$ cat src/hdl/cbms_pkg.sv
// Package for the CPU busy median sampler: field widths, defaults and the
// controller state type. No dependencies; every other file imports it.
`timescale 1ns / 1ps
`default_nettype none

package cbms_pkg;

  // Fixed field widths of the request and result channels.
  localparam int TICK_W   = 31;
  localparam int MEDIAN_W = 23;
  localparam int COUNT_W  = 7;

  // Defaults for the top-level parameters.
  localparam int SAMPLES_MAX_DEF   = 64;
  localparam int FRACTION_BITS_DEF = 16;

  // Items per round after reset.
  localparam logic [COUNT_W-1:0] SAMPLE_COUNT_RESET = 7'd10;

  // Full scale of the busy value before shifting in the fraction.
  localparam int PERCENT_FULL = 100;

  // Controller states.
  typedef enum logic [3:0] {
    ST_IDLE,
    ST_SUM,
    ST_DIV,
    ST_DECIDE,
    ST_CMP,
    ST_PUT,
    ST_STEP,
    ST_MED,
    ST_OUT
  } state_t;

endpackage

`default_nettype wire

$ cat src/hdl/cbms_if.sv
// Channel interfaces of the CPU busy median sampler: sample requests,
// median results and the configuration write channel. Depends on cbms_pkg.
`timescale 1ns / 1ps
`default_nettype none

interface cbms_sample_if;
  import cbms_pkg::*;
  logic              valid;
  logic              ready;
  logic              read_ok;
  logic [TICK_W-1:0] user_ticks;
  logic [TICK_W-1:0] nice_ticks;
  logic [TICK_W-1:0] kernel_ticks;
  logic [TICK_W-1:0] idle_ticks;
  logic [TICK_W-1:0] iowait_ticks;
  logic [TICK_W-1:0] irq_ticks;
  logic [TICK_W-1:0] softirq_ticks;

  modport source (output valid, read_ok, user_ticks, nice_ticks, kernel_ticks, idle_ticks,
                  iowait_ticks, irq_ticks, softirq_ticks, input ready);
  modport sink (input valid, read_ok, user_ticks, nice_ticks, kernel_ticks, idle_ticks,
                iowait_ticks, irq_ticks, softirq_ticks, output ready);
endinterface

interface cbms_result_if;
  import cbms_pkg::*;
  logic                valid;
  logic                ready;
  logic [MEDIAN_W-1:0] median_busy;
  logic [COUNT_W-1:0]  kept_count;
  logic                empty_round;

  modport source (output valid, median_busy, kept_count, empty_round, input ready);
  modport sink (input valid, median_busy, kept_count, empty_round, output ready);
endinterface

interface cbms_cfg_if;
  import cbms_pkg::*;
  logic               valid;
  logic               ready;
  logic [COUNT_W-1:0] data;

  modport source (output valid, data, input ready);
  modport sink (input valid, data, output ready);
endinterface

`default_nettype wire

$ cat src/hdl/cpu_busy_median_sampler_top.sv
// CPU busy median sampler: busy percent per sample by a radix-2 divider,
// sorted insertion into a synchronous store, median at the end of each round.
// Depends on cbms_pkg and the interfaces in cbms_if.sv.
//
//   channel    dir  fields
//   samples    in   read_ok, seven 31-bit tick counters
//   results    out  median_busy, kept_count, empty_round
//   cfg        in   data = sample_count (7 bits)
//
// One item passes ST_IDLE (capture, pairwise sums), ST_SUM, the ST_DIV loop
// (QUO_W = FRACTION_BITS + 7 quotient bits), ST_DECIDE, insertion through
// ST_CMP or ST_PUT over the one-read, one-write store port, and ST_STEP.
// The last item of a round adds ST_MED (median read) and ST_OUT (result load).
// Reset (rst, synchronous) clears the round counters and sets sample_count
// to 10; the store needs no clearing. A stalled result holds in the output
// register while the next item is already being taken and worked on.
`timescale 1ns / 1ps
`default_nettype none

module cpu_busy_median_sampler_top #(
  parameter int SAMPLES_MAX   = cbms_pkg::SAMPLES_MAX_DEF,
  parameter int FRACTION_BITS = cbms_pkg::FRACTION_BITS_DEF
) (
  input wire logic      clk,
  input wire logic      rst,
  cbms_sample_if.sink   samples,
  cbms_result_if.source results,
  cbms_cfg_if.sink      cfg
);
  import cbms_pkg::*;

  // Derived widths.
  localparam int QUO_W  = FRACTION_BITS + 7;          // holds 100 << FRACTION_BITS
  localparam int SUM_W  = TICK_W + 3;                 // sum of seven counters
  localparam int PROD_W = TICK_W + QUO_W;
  localparam int KEPT_W = $clog2(SAMPLES_MAX + 1);
  localparam int ADDR_W = (SAMPLES_MAX > 1) ? $clog2(SAMPLES_MAX) : 1;
  localparam int CNT_W  = $clog2(QUO_W + 1);
  localparam logic [QUO_W-1:0]  FULL     = QUO_W'(PERCENT_FULL) << FRACTION_BITS;
  localparam logic [KEPT_W-1:0] KEPT_MAX = KEPT_W'(SAMPLES_MAX);
  localparam logic [CNT_W-1:0]  DIV_STEPS = CNT_W'(QUO_W);

  state_t state, state_next;

  // Configuration and round counters.
  logic [COUNT_W-1:0] sample_count;
  logic [COUNT_W-1:0] items;
  logic [KEPT_W-1:0]  kept;

  // Sample datapath registers.
  logic              ok_q;
  logic [TICK_W:0]   pair0, pair1, pair2;
  logic [TICK_W-1:0] pair3;
  logic [TICK_W-1:0] idle_q;
  logic [SUM_W-1:0]  sum;
  logic [SUM_W-1:0]  rem;
  logic [QUO_W-1:0]  quo;
  logic [CNT_W-1:0]  dcnt;
  logic [QUO_W-1:0]  busy;
  logic [KEPT_W-1:0] pos;

  // Sorted store.
  logic [QUO_W-1:0] store [SAMPLES_MAX];
  logic [QUO_W-1:0] rdata;
  logic             mem_we, mem_re;
  logic [KEPT_W-1:0] mem_waddr, mem_raddr;
  logic [QUO_W-1:0] mem_wdata;

  // Output register.
  logic                out_valid;
  logic [MEDIAN_W-1:0] out_median;
  logic [COUNT_W-1:0]  out_count;
  logic                out_empty;

  // Combinational datapath terms.
  logic [PROD_W-1:0]  product;
  logic [SUM_W:0]     trial;
  logic               trial_ge;
  logic [SUM_W-1:0]   rem_next;
  logic [QUO_W:0]     q_ceil;
  logic [QUO_W-1:0]   busy_calc;
  logic               keep;
  logic [COUNT_W-1:0] items_inc;
  logic               round_end;
  logic               out_free;
  logic [QUO_W+MEDIAN_W-1:0] median_ext;
  logic [KEPT_W+COUNT_W-1:0] count_ext;

  // Idle share times full scale; divided by the sum in the loop below.
  assign product = PROD_W'(idle_q) * PROD_W'(FULL);

  // One restoring division step per cycle.
  assign trial    = {rem, quo[QUO_W-1]};
  assign trial_ge = trial >= {1'b0, sum};
  assign rem_next = trial_ge ? SUM_W'(trial - {1'b0, sum}) : trial[SUM_W-1:0];

  // Busy = full - ceil(idle * full / sum); idle never exceeds the sum.
  assign q_ceil    = {1'b0, quo} + {{QUO_W{1'b0}}, (rem != '0)};
  assign busy_calc = (q_ceil >= {1'b0, FULL}) ? '0 : FULL - q_ceil[QUO_W-1:0];
  assign keep      = ok_q && (sum != '0) && (busy_calc != '0) && (kept < KEPT_MAX);

  assign items_inc = items + COUNT_W'(1);
  assign round_end = items_inc >= sample_count;
  assign out_free  = !out_valid || results.ready;

  assign median_ext = {{MEDIAN_W{1'b0}}, rdata};
  assign count_ext  = {{COUNT_W{1'b0}}, kept};

  // Next state.
  always_comb begin
    state_next = state;
    case (state)
      ST_IDLE:   if (samples.valid) state_next = ST_SUM;
      ST_SUM:    state_next = ST_DIV;
      ST_DIV:    if (dcnt == CNT_W'(1)) state_next = ST_DECIDE;
      ST_DECIDE: begin
        if (!keep) state_next = ST_STEP;
        else if (kept == '0) state_next = ST_PUT;
        else state_next = ST_CMP;
      end
      ST_CMP: begin
        if (rdata > busy) begin
          if (pos == KEPT_W'(1)) state_next = ST_PUT;
        end else begin
          state_next = ST_STEP;
        end
      end
      ST_PUT:    state_next = ST_STEP;
      ST_STEP:   state_next = round_end ? ST_MED : ST_IDLE;
      ST_MED:    state_next = ST_OUT;
      ST_OUT:    if (out_free) state_next = ST_IDLE;
      default:   state_next = ST_IDLE;
    endcase
  end

  // Handshake and store control.
  always_comb begin
    samples.ready = (state == ST_IDLE);
    cfg.ready     = 1'b1;
    mem_we        = 1'b0;
    mem_waddr     = pos;
    mem_wdata     = busy;
    mem_re        = 1'b0;
    mem_raddr     = kept - KEPT_W'(1);
    case (state)
      ST_DECIDE: begin
        mem_re    = keep && (kept != '0);
        mem_raddr = kept - KEPT_W'(1);
      end
      ST_CMP: begin
        mem_we = 1'b1;
        if (rdata > busy) begin
          mem_wdata = rdata;
          mem_re    = (pos != KEPT_W'(1));
          mem_raddr = pos - KEPT_W'(2);
        end
      end
      ST_PUT:  mem_we = 1'b1;
      ST_STEP: begin
        mem_re    = round_end;
        mem_raddr = kept >> 1;
      end
      default: begin
        mem_we = 1'b0;
        mem_re = 1'b0;
      end
    endcase
  end

  // Store: one write port, one read port with registered data.
  always_ff @(posedge clk) begin
    if (mem_we) store[mem_waddr[ADDR_W-1:0]] <= mem_wdata;
    if (mem_re) rdata <= store[mem_raddr[ADDR_W-1:0]];
  end

  // Control registers.
  always_ff @(posedge clk) begin
    if (rst) begin
      state        <= ST_IDLE;
      sample_count <= SAMPLE_COUNT_RESET;
      items        <= '0;
      kept         <= '0;
      out_valid    <= 1'b0;
    end else begin
      state <= state_next;
      if (cfg.valid && cfg.ready) sample_count <= cfg.data;
      if (state == ST_STEP) items <= round_end ? '0 : items_inc;
      if ((state == ST_PUT) || (state == ST_CMP && !(rdata > busy))) begin
        kept <= kept + KEPT_W'(1);
      end
      if (state == ST_OUT && out_free) begin
        kept      <= '0;
        out_valid <= 1'b1;
      end else if (results.ready) begin
        out_valid <= 1'b0;
      end
    end
  end

  // Datapath registers.
  always_ff @(posedge clk) begin
    case (state)
      ST_IDLE: begin
        ok_q   <= samples.read_ok;
        pair0  <= {1'b0, samples.user_ticks} + {1'b0, samples.nice_ticks};
        pair1  <= {1'b0, samples.kernel_ticks} + {1'b0, samples.idle_ticks};
        pair2  <= {1'b0, samples.iowait_ticks} + {1'b0, samples.irq_ticks};
        pair3  <= samples.softirq_ticks;
        idle_q <= samples.idle_ticks;
      end
      ST_SUM: begin
        sum  <= (SUM_W'(pair0) + SUM_W'(pair1)) + (SUM_W'(pair2) + SUM_W'(pair3));
        rem  <= SUM_W'(product[PROD_W-1:QUO_W]);
        quo  <= product[QUO_W-1:0];
        dcnt <= DIV_STEPS;
      end
      ST_DIV: begin
        rem  <= rem_next;
        quo  <= {quo[QUO_W-2:0], trial_ge};
        dcnt <= dcnt - CNT_W'(1);
      end
      ST_DECIDE: begin
        busy <= busy_calc;
        pos  <= kept;
      end
      ST_CMP: if (rdata > busy) pos <= pos - KEPT_W'(1);
      default: begin
        busy <= busy;
      end
    endcase
    if (state == ST_OUT && out_free) begin
      out_median <= (kept == '0) ? '0 : median_ext[MEDIAN_W-1:0];
      out_count  <= count_ext[COUNT_W-1:0];
      out_empty  <= (kept == '0);
    end
  end

  assign results.valid       = out_valid;
  assign results.median_busy = out_median;
  assign results.kept_count  = out_count;
  assign results.empty_round = out_empty;

  // The store never holds more samples than it has entries.
  a_kept_bound: assert property (@(posedge clk) disable iff (rst) kept <= KEPT_MAX)
    else $error("kept count above store depth");

  // The kept count only steps up by one or clears at the end of a round.
  a_kept_step: assert property (@(posedge clk) disable iff (rst)
    (kept != $past(kept)) |-> (kept == $past(kept) + KEPT_W'(1)) || (kept == '0))
    else $error("kept count jumped");

  // After the division loop the remainder is below the divisor.
  a_div_rem: assert property (@(posedge clk) disable iff (rst)
    (state == ST_DECIDE) && (sum != '0) |-> rem < sum)
    else $error("divider remainder not reduced");

  // An empty round reports zero for the median and the count.
  a_empty: assert property (@(posedge clk) disable iff (rst)
    out_valid && out_empty |-> (out_median == '0) && (out_count == '0))
    else $error("empty round with nonzero result");

endmodule

`default_nettype wire
$ cat src/flat_wrapper.sv
// flat-port wrapper written by rule: the top's interface ports become plain ports
module cpu_busy_median_sampler_top_flat import cbms_pkg::*;
#(
  parameter int SAMPLES_MAX   = cbms_pkg::SAMPLES_MAX_DEF,
  parameter int FRACTION_BITS = cbms_pkg::FRACTION_BITS_DEF
)
  (clk, rst, samples_valid, samples_read_ok, samples_user_ticks, samples_nice_ticks, samples_kernel_ticks, samples_idle_ticks, samples_iowait_ticks, samples_irq_ticks, samples_softirq_ticks, samples_ready, results_valid, results_median_busy, results_kept_count, results_empty_round, results_ready, cfg_valid, cfg_data, cfg_ready);
  cbms_sample_if samples_i ();
  cbms_result_if results_i ();
  cbms_cfg_if cfg_i ();
  input wire logic clk;
  input wire logic rst;
  input wire logic [$bits(samples_i.valid)-1:0] samples_valid;
  input wire logic [$bits(samples_i.read_ok)-1:0] samples_read_ok;
  input wire logic [$bits(samples_i.user_ticks)-1:0] samples_user_ticks;
  input wire logic [$bits(samples_i.nice_ticks)-1:0] samples_nice_ticks;
  input wire logic [$bits(samples_i.kernel_ticks)-1:0] samples_kernel_ticks;
  input wire logic [$bits(samples_i.idle_ticks)-1:0] samples_idle_ticks;
  input wire logic [$bits(samples_i.iowait_ticks)-1:0] samples_iowait_ticks;
  input wire logic [$bits(samples_i.irq_ticks)-1:0] samples_irq_ticks;
  input wire logic [$bits(samples_i.softirq_ticks)-1:0] samples_softirq_ticks;
  output wire logic [$bits(samples_i.ready)-1:0] samples_ready;
  output wire logic [$bits(results_i.valid)-1:0] results_valid;
  output wire logic [$bits(results_i.median_busy)-1:0] results_median_busy;
  output wire logic [$bits(results_i.kept_count)-1:0] results_kept_count;
  output wire logic [$bits(results_i.empty_round)-1:0] results_empty_round;
  input wire logic [$bits(results_i.ready)-1:0] results_ready;
  input wire logic [$bits(cfg_i.valid)-1:0] cfg_valid;
  input wire logic [$bits(cfg_i.data)-1:0] cfg_data;
  output wire logic [$bits(cfg_i.ready)-1:0] cfg_ready;
  assign samples_i.valid = samples_valid;
  assign samples_i.read_ok = samples_read_ok;
  assign samples_i.user_ticks = samples_user_ticks;
  assign samples_i.nice_ticks = samples_nice_ticks;
  assign samples_i.kernel_ticks = samples_kernel_ticks;
  assign samples_i.idle_ticks = samples_idle_ticks;
  assign samples_i.iowait_ticks = samples_iowait_ticks;
  assign samples_i.irq_ticks = samples_irq_ticks;
  assign samples_i.softirq_ticks = samples_softirq_ticks;
  assign samples_ready = samples_i.ready;
  assign results_valid = results_i.valid;
  assign results_median_busy = results_i.median_busy;
  assign results_kept_count = results_i.kept_count;
  assign results_empty_round = results_i.empty_round;
  assign results_i.ready = results_ready;
  assign cfg_i.valid = cfg_valid;
  assign cfg_i.data = cfg_data;
  assign cfg_ready = cfg_i.ready;
  cpu_busy_median_sampler_top #(.SAMPLES_MAX(SAMPLES_MAX), .FRACTION_BITS(FRACTION_BITS)) u_core (.clk(clk), .rst(rst), .samples(samples_i), .results(results_i), .cfg(cfg_i));
endmodule
$ cat config.mk
export PLATFORM = sky130hd
export DESIGN_NAME = cpu_busy_median_sampler_top_flat
export DESIGN_NICKNAME = d
export VERILOG_FILES = /design/src/hdl/cbms_pkg.sv /design/src/hdl/cbms_if.sv /design/src/hdl/cpu_busy_median_sampler_top.sv /design/src/flat_wrapper.sv
export SDC_FILE = /design/constraint.sdc
export NUM_CORES = 2
export LEC_CHECK = 0
export BUFFER_PORTS_ARGS = -buffer_cell sky130_fd_sc_hd__buf_2
export CORE_UTILIZATION = 40
export CTS_CLUSTER_DIAMETER = 30
export DETAILED_ROUTE_END_ITERATION = 10
export GPL_ROUTABILITY_DRIVEN = 1
export SKIP_CTS_REPAIR_TIMING = 1
export SLEW_MARGIN = 5
export SYNTH_ARGS = -nofsm -noshare
export SYNTH_HDL_FRONTEND = slang
export SYNTH_SLANG_ARGS = --single-unit
$ cat constraint.sdc
create_clock -name clk -period 24.8 [get_ports clk]
set_clock_uncertainty 0.15 [all_clocks]
set_input_delay 2.48 -clock clk [delete_from_list [all_inputs] [get_ports clk]]
set_output_delay 2.48 -clock clk [all_outputs]
set_load 0.05 [all_outputs]
# == After elaboration in Yosys (flattened, before gate mapping) ==
# Memories as Yosys holds them, arrays and structs flattened. A register that Yosys moved wholly into a read port is not among the register bits.
# Index checks and enable logic that the tools add are counted.
# Widths: inputs -> output; s select.
# classes
n_lt_le_gt_ge,5
n_mux,28
eq_ne,16
add_sub_neg,15
n_reduce_logical,23
multipliers,1
# ops
op,n
$add 31x31->32,3
$mux 23,3
$pmux 34 s2,1
$reduce_bool 34->1,2
$pmux 23 s2,1
$mul 31x5->36 const B,1
$pmux 4 s9,1
$ge 35x34->1,1
$add 34x34->34,1
$mux 34,1
$sub 34x34->34,1
$add 32x31->33,1
$add 32x32->33,1
$add 23x1->24,1
$ge 24x23->1 const B,1
$mux 4,6
$gt 23x23->1,1
$reduce_bool 23->1,1
$sub 23x23->23 const A,1
$eq 4x3->1 const B,4
$add 7x1->7 const B,2
$mux 7,2
$pmux 7 s2,1
$pmux 6 s2,1
30 further kinds,49
# word_totals
input_bits,230
word_cells,109
memories,1
mem_bits_rw,1472
reg_bits,342
out_inout_bits,34
# mem_list
memory,words,word_bits,read_ports,rd_ports_with_merged_regs,write_ports,line_no,text
u_core.store,64,23,1,1,1,cpu_busy_median_sampler_top.sv:63,logic [QUO_W-1:0] store [SAMPLES_MAX];

# == Depth between registers and ports, before layout ==
# depth
word_depth,9
depth_mapped,26
depth_no_buf,26

# == Worst setup path after synthesis ==
# OpenSTA, ideal clock, no wires.
# synth_path
path_type,register -> register
start,reg u_core.state[1]
end,reg u_core.state[0]
required_time_ns,24.528
synth_period_minus_slack_ns,20.741
path_buffers,2
setup_ns,0.122
arrival_ns,20.469
path_stages_with_launch,8
slack_ns,4.059
cell_sequence,dfxtp_1 > clkbuf_1 > clkbuf_1 > nor4_1 > a2111oi_0 > nand2b_1 > or4_1 > o21ai_0
# synth_between
elab_chain_len,3
elab_cells_between_ends,15
cone_classes,12 x eq/ne; 1 x mux; 2 x reduce/logical
# synth_lines
element,line_no,text
from (decl),cpu_busy_median_sampler_top.sv:43,"state_t state, state_next;"
from (signal assigned),cpu_busy_median_sampler_top.sv:185,state <= state_next;
$logic_not 4->1 *,-,
named net samples_ready,flat_wrapper.sv:22,output wire logic [$bits(samples_i.ready)-1:0] samples_ready;
$ne 2x2->1 (no line),-,
$reduce_and 4->1 (no line),-,
# The timed path passes the listed nets; every way through them passes the cells marked *.
# A chain may end at the register's enable or synchronous reset.

# == Worst setup path in the final report ==
# layout_path
start,reg u_core.state[3]
end,"reg u_core.rdata[7], read port of u_core.store, data pin"
# layout_between
elab_chain_len,2
elab_cells_between_ends,5
cone_classes,3 x eq/ne; 2 x mux
# layout_lines
element,line_no,text
$eq 4x3->1 / $eq 4x2->1 (equally long branches),cpu_busy_median_sampler_top.sv:145,case (state)
$pmux 1 s3 / $pmux 6 s2 (equally long branches),cpu_busy_median_sampler_top.sv:145,
to (decl),cpu_busy_median_sampler_top.sv:64,logic [QUO_W-1:0] rdata;
# Parallel ways exist; a longest one is shown, timed or not.

==> reports/qor.csv <==
metric,value,unit
status,completed,
critical_path.endpoint_type,flop,
final_cell_area,0.1059,mm²
multi_input_comb_area,0.03105,mm²
layout_common_cells,"sky130_fd_sc_hd__edfxtp_1, sky130_fd_sc_hd__mux2i_1, sky130_fd_sc_hd__a211oi_1",
synth_sequential_area_ratio,62.35,%
synth-main-ff-cell,sky130_fd_sc_hd__edfxtp_1,
post_dp_cell_area,0.09294,mm²
fillers,18660,
layout-drive-gt1-share,17.47,%
cts.reportedPaths.clkPinSlew,50,ps
max_cap_violations,0,
floorplan.initialDensity,40.39,%
floorplan.io_pins,264,
clk-insertion-delay-late,950,ps
syn_area,0.08805,mm²
timing.final.max_slew_violations,0,
timing.critical_path.from_type,flop,
cts_htree_levels,5,
layout_commonest_cell,sky130_fd_sc_hd__edfxtp_1,
netlist_top_cells_area,"sky130_fd_sc_hd__edfxtp_1, sky130_fd_sc_hd__mux2i_1, sky130_fd_sc_hd__ha_1",
core_area,0.2180,mm²
buffer_ports.inserted,262,
syn_nets,7108,
synthDistinctLibCells,85,
routed_via_density,5.526,
p_per_area,139.2,mW/mm²
synth-warning-count,0,
drt_iter0_markers,4254,
peak_clock_frequency_supported_by_timing,134.7,MHz
synth-async-reset-ratio,0,%
worst_ir_drop_vdd,0.1139,mV
nNetsFinal,7579,
synth_enable_flop_cells,1811,
worstPathArrival,7880,ps
antenna_found_initial,19,
timing.final.hold_violations,0,
final_period_utilization,29.94,%
fp.dieArea,0.2220,mm²
detailed_routing_iteration_count_for_the_pre_antenna_repair_pass,5,
die_height,471.2,µm
synthCells,6480,
first_global_vias,56300,
layout_min_cycle_time,7426,ps
synthDominantAreaCellType,sky130_fd_sc_hd__edfxtp_1,
slew-limit-headroom,21.01,%
grt_pass1_wl,357800,µm
post_synth.cell_area_avg,13.59,µm²
root_buffer,sky130_fd_sc_hd__clkbuf_16,
worst_pin_slew,1185,ps
critical_path_required,25260,ps
die_width,471.2,µm
setup_violations,0,
grt_setup_unrepaired,false,
vias,55960,
drc,0,
seq_area,0.05490,mm²
cts_inserted_buffers,396,
pin_count_of_the_biggest_net_entering_global_routing,205,
synth_top_area_share,61.76,%
grt-ovfl-total,0,
route.final.wire_length,242000,µm
total_track_usage,21.46,%
post-dp-hpwl,153600,µm
residual_antenna_violating_net_count_after_detailed_routing,0,
area_growth,20.32,%
leakage,39.19,nW
worstSetupPathType,flop to flop,
worst_hold_path_type,flop to flop,
tritoncts_clock_tree,yes,
route.detailed.wl_per_inst,23.89,µm
clock-sinks,1837,
critical_path_peak_fanout,141,
yosys_register_bits,1837,
globalplace.congestion,0.8946,
floorplan.rows,171,
cts.path.max_buffers,4,
tns,0,ps
cells by family (layout without fill, tap and decap cells):
kind of cell | Yosys count | count (layout) | share of synthesized area (%)
simple gates | 1318 | 1318 | 7.509
fa+ha+maj | 398 | 398 | 5.937
flops | 1837 | 1837 | 62.35
xor+xnor | 264 | 264 | 2.626
buf+inv | 601 | 1384 | 2.868
other cells | 1 | 10 | 0.004259
compound gates | 1372 | 1372 | 10.61
mux | 689 | 689 | 8.090
stage by stage:
stage,setup WS (ps),hold slack (ps),cells,power (mW),utilization [%]
2_1_floorplan,4059,256.4,6480,8.387,-
3_3_place_gp,17750,334.2,9407,9.619,42.63
3_5_place_dp,17680,333.0,9407,9.686,42.63
4_1_cts,17570,351.9,10120,14.81,48.58
5_1_grt,17040,393.1,10120,15.63,48.59
6_report,17370,350.5,10130,14.74,48.59
metal layers:
layer	track usage (%)	vias up	wire, µm
li1	-	25950	-
met1	26.25	27780	99050
met2	37.07	1738	119400
met3	3.516	482	12760
met4	9.675	12	10670
met5	0	-	78
cell usage after synthesis (all sizes together), types with 48 or more instances:
library cell  instances
nor2                407
a2111oi              50
ha                  365
nor3                 85
nand2               226
clkbuf              151
nor4                 48
a21oi               344
o21ai               129
inv                 297
xor2                 86
nor2b               208
mux2i               508
nand3                67
mux2                181
o211ai               56
xnor2               178
a21o                112
and3                 60
buf                 152
edfxtp             1811
a211oi              446
power breakdown:
part	switching [mW]	internal [mW]
clock	1.64	3.43
sequential	0.171	4.01
combinational	3.28	2.21
total	5.10	9.65
sequential cells by signal (all words and copies together), names as in the netlist:
register / cells
u_core.dcnt: 5
u_core.results.kept_count: 7
u_core.quo: 23
u_core.results.empty_round: 1
u_core.pair3: 31
u_core.results.median_busy: 23
u_core.rdata: 23
u_core.pair0: 32
u_core.busy: 23
u_core.sum: 34
u_core.pair1: 32
u_core.ok_q: 1
u_core.pair2: 32
u_core.items: 7
u_core.store: 1472
u_core.idle_q: 31
u_core.results.valid: 1
u_core.state: 4
u_core.kept: 7
u_core.mem_waddr: 7
u_core.sample_count: 7
u_core.rem: 34
final cells by class:
cell class,instances,area share [%]
antenna,9,0.02126
clock buffer,453,9.725
multi-input combinational,4042,29.31
sequential,1837,51.82
timing repair buffer,376,2.164
clock inverter,257,2.531
tap,2854,3.370
inverter,298,1.056
worst paths after layout:
path                            cells past startpoint                    from                endpoint  slack (ps)
worst max-delay path                               14         u_core.state[3]         u_core.rdata[7]       17370
worst min-delay path                                2  u_core.sample_count[2]  u_core.sample_count[2]         350
worst max register to register                     14         u_core.state[3]         u_core.rdata[7]       17370
worst min register to register                      2  u_core.sample_count[2]  u_core.sample_count[2]         350
critical path: stages (launching register included):
cell and delay (ps):
sky130_fd_sc_hd__dfxtp_1 390, sky130_fd_sc_hd__nor2_1 850, sky130_fd_sc_hd__nand2_1 390, sky130_fd_sc_hd__nand2_1 140, sky130_fd_sc_hd__o21ai_0 130, sky130_fd_sc_hd__nor3b_2 270
sky130_fd_sc_hd__buf_12 490, sky130_fd_sc_hd__buf_4 910, sky130_fd_sc_hd__buf_12 610, sky130_fd_sc_hd__mux2i_1 280, sky130_fd_sc_hd__mux2i_1 100, sky130_fd_sc_hd__mux2_2 350
sky130_fd_sc_hd__a211oi_1 380, sky130_fd_sc_hd__o32ai_1 340, sky130_fd_sc_hd__or3_1 490
No activity file was read; power rests on OpenSTA's default activity.
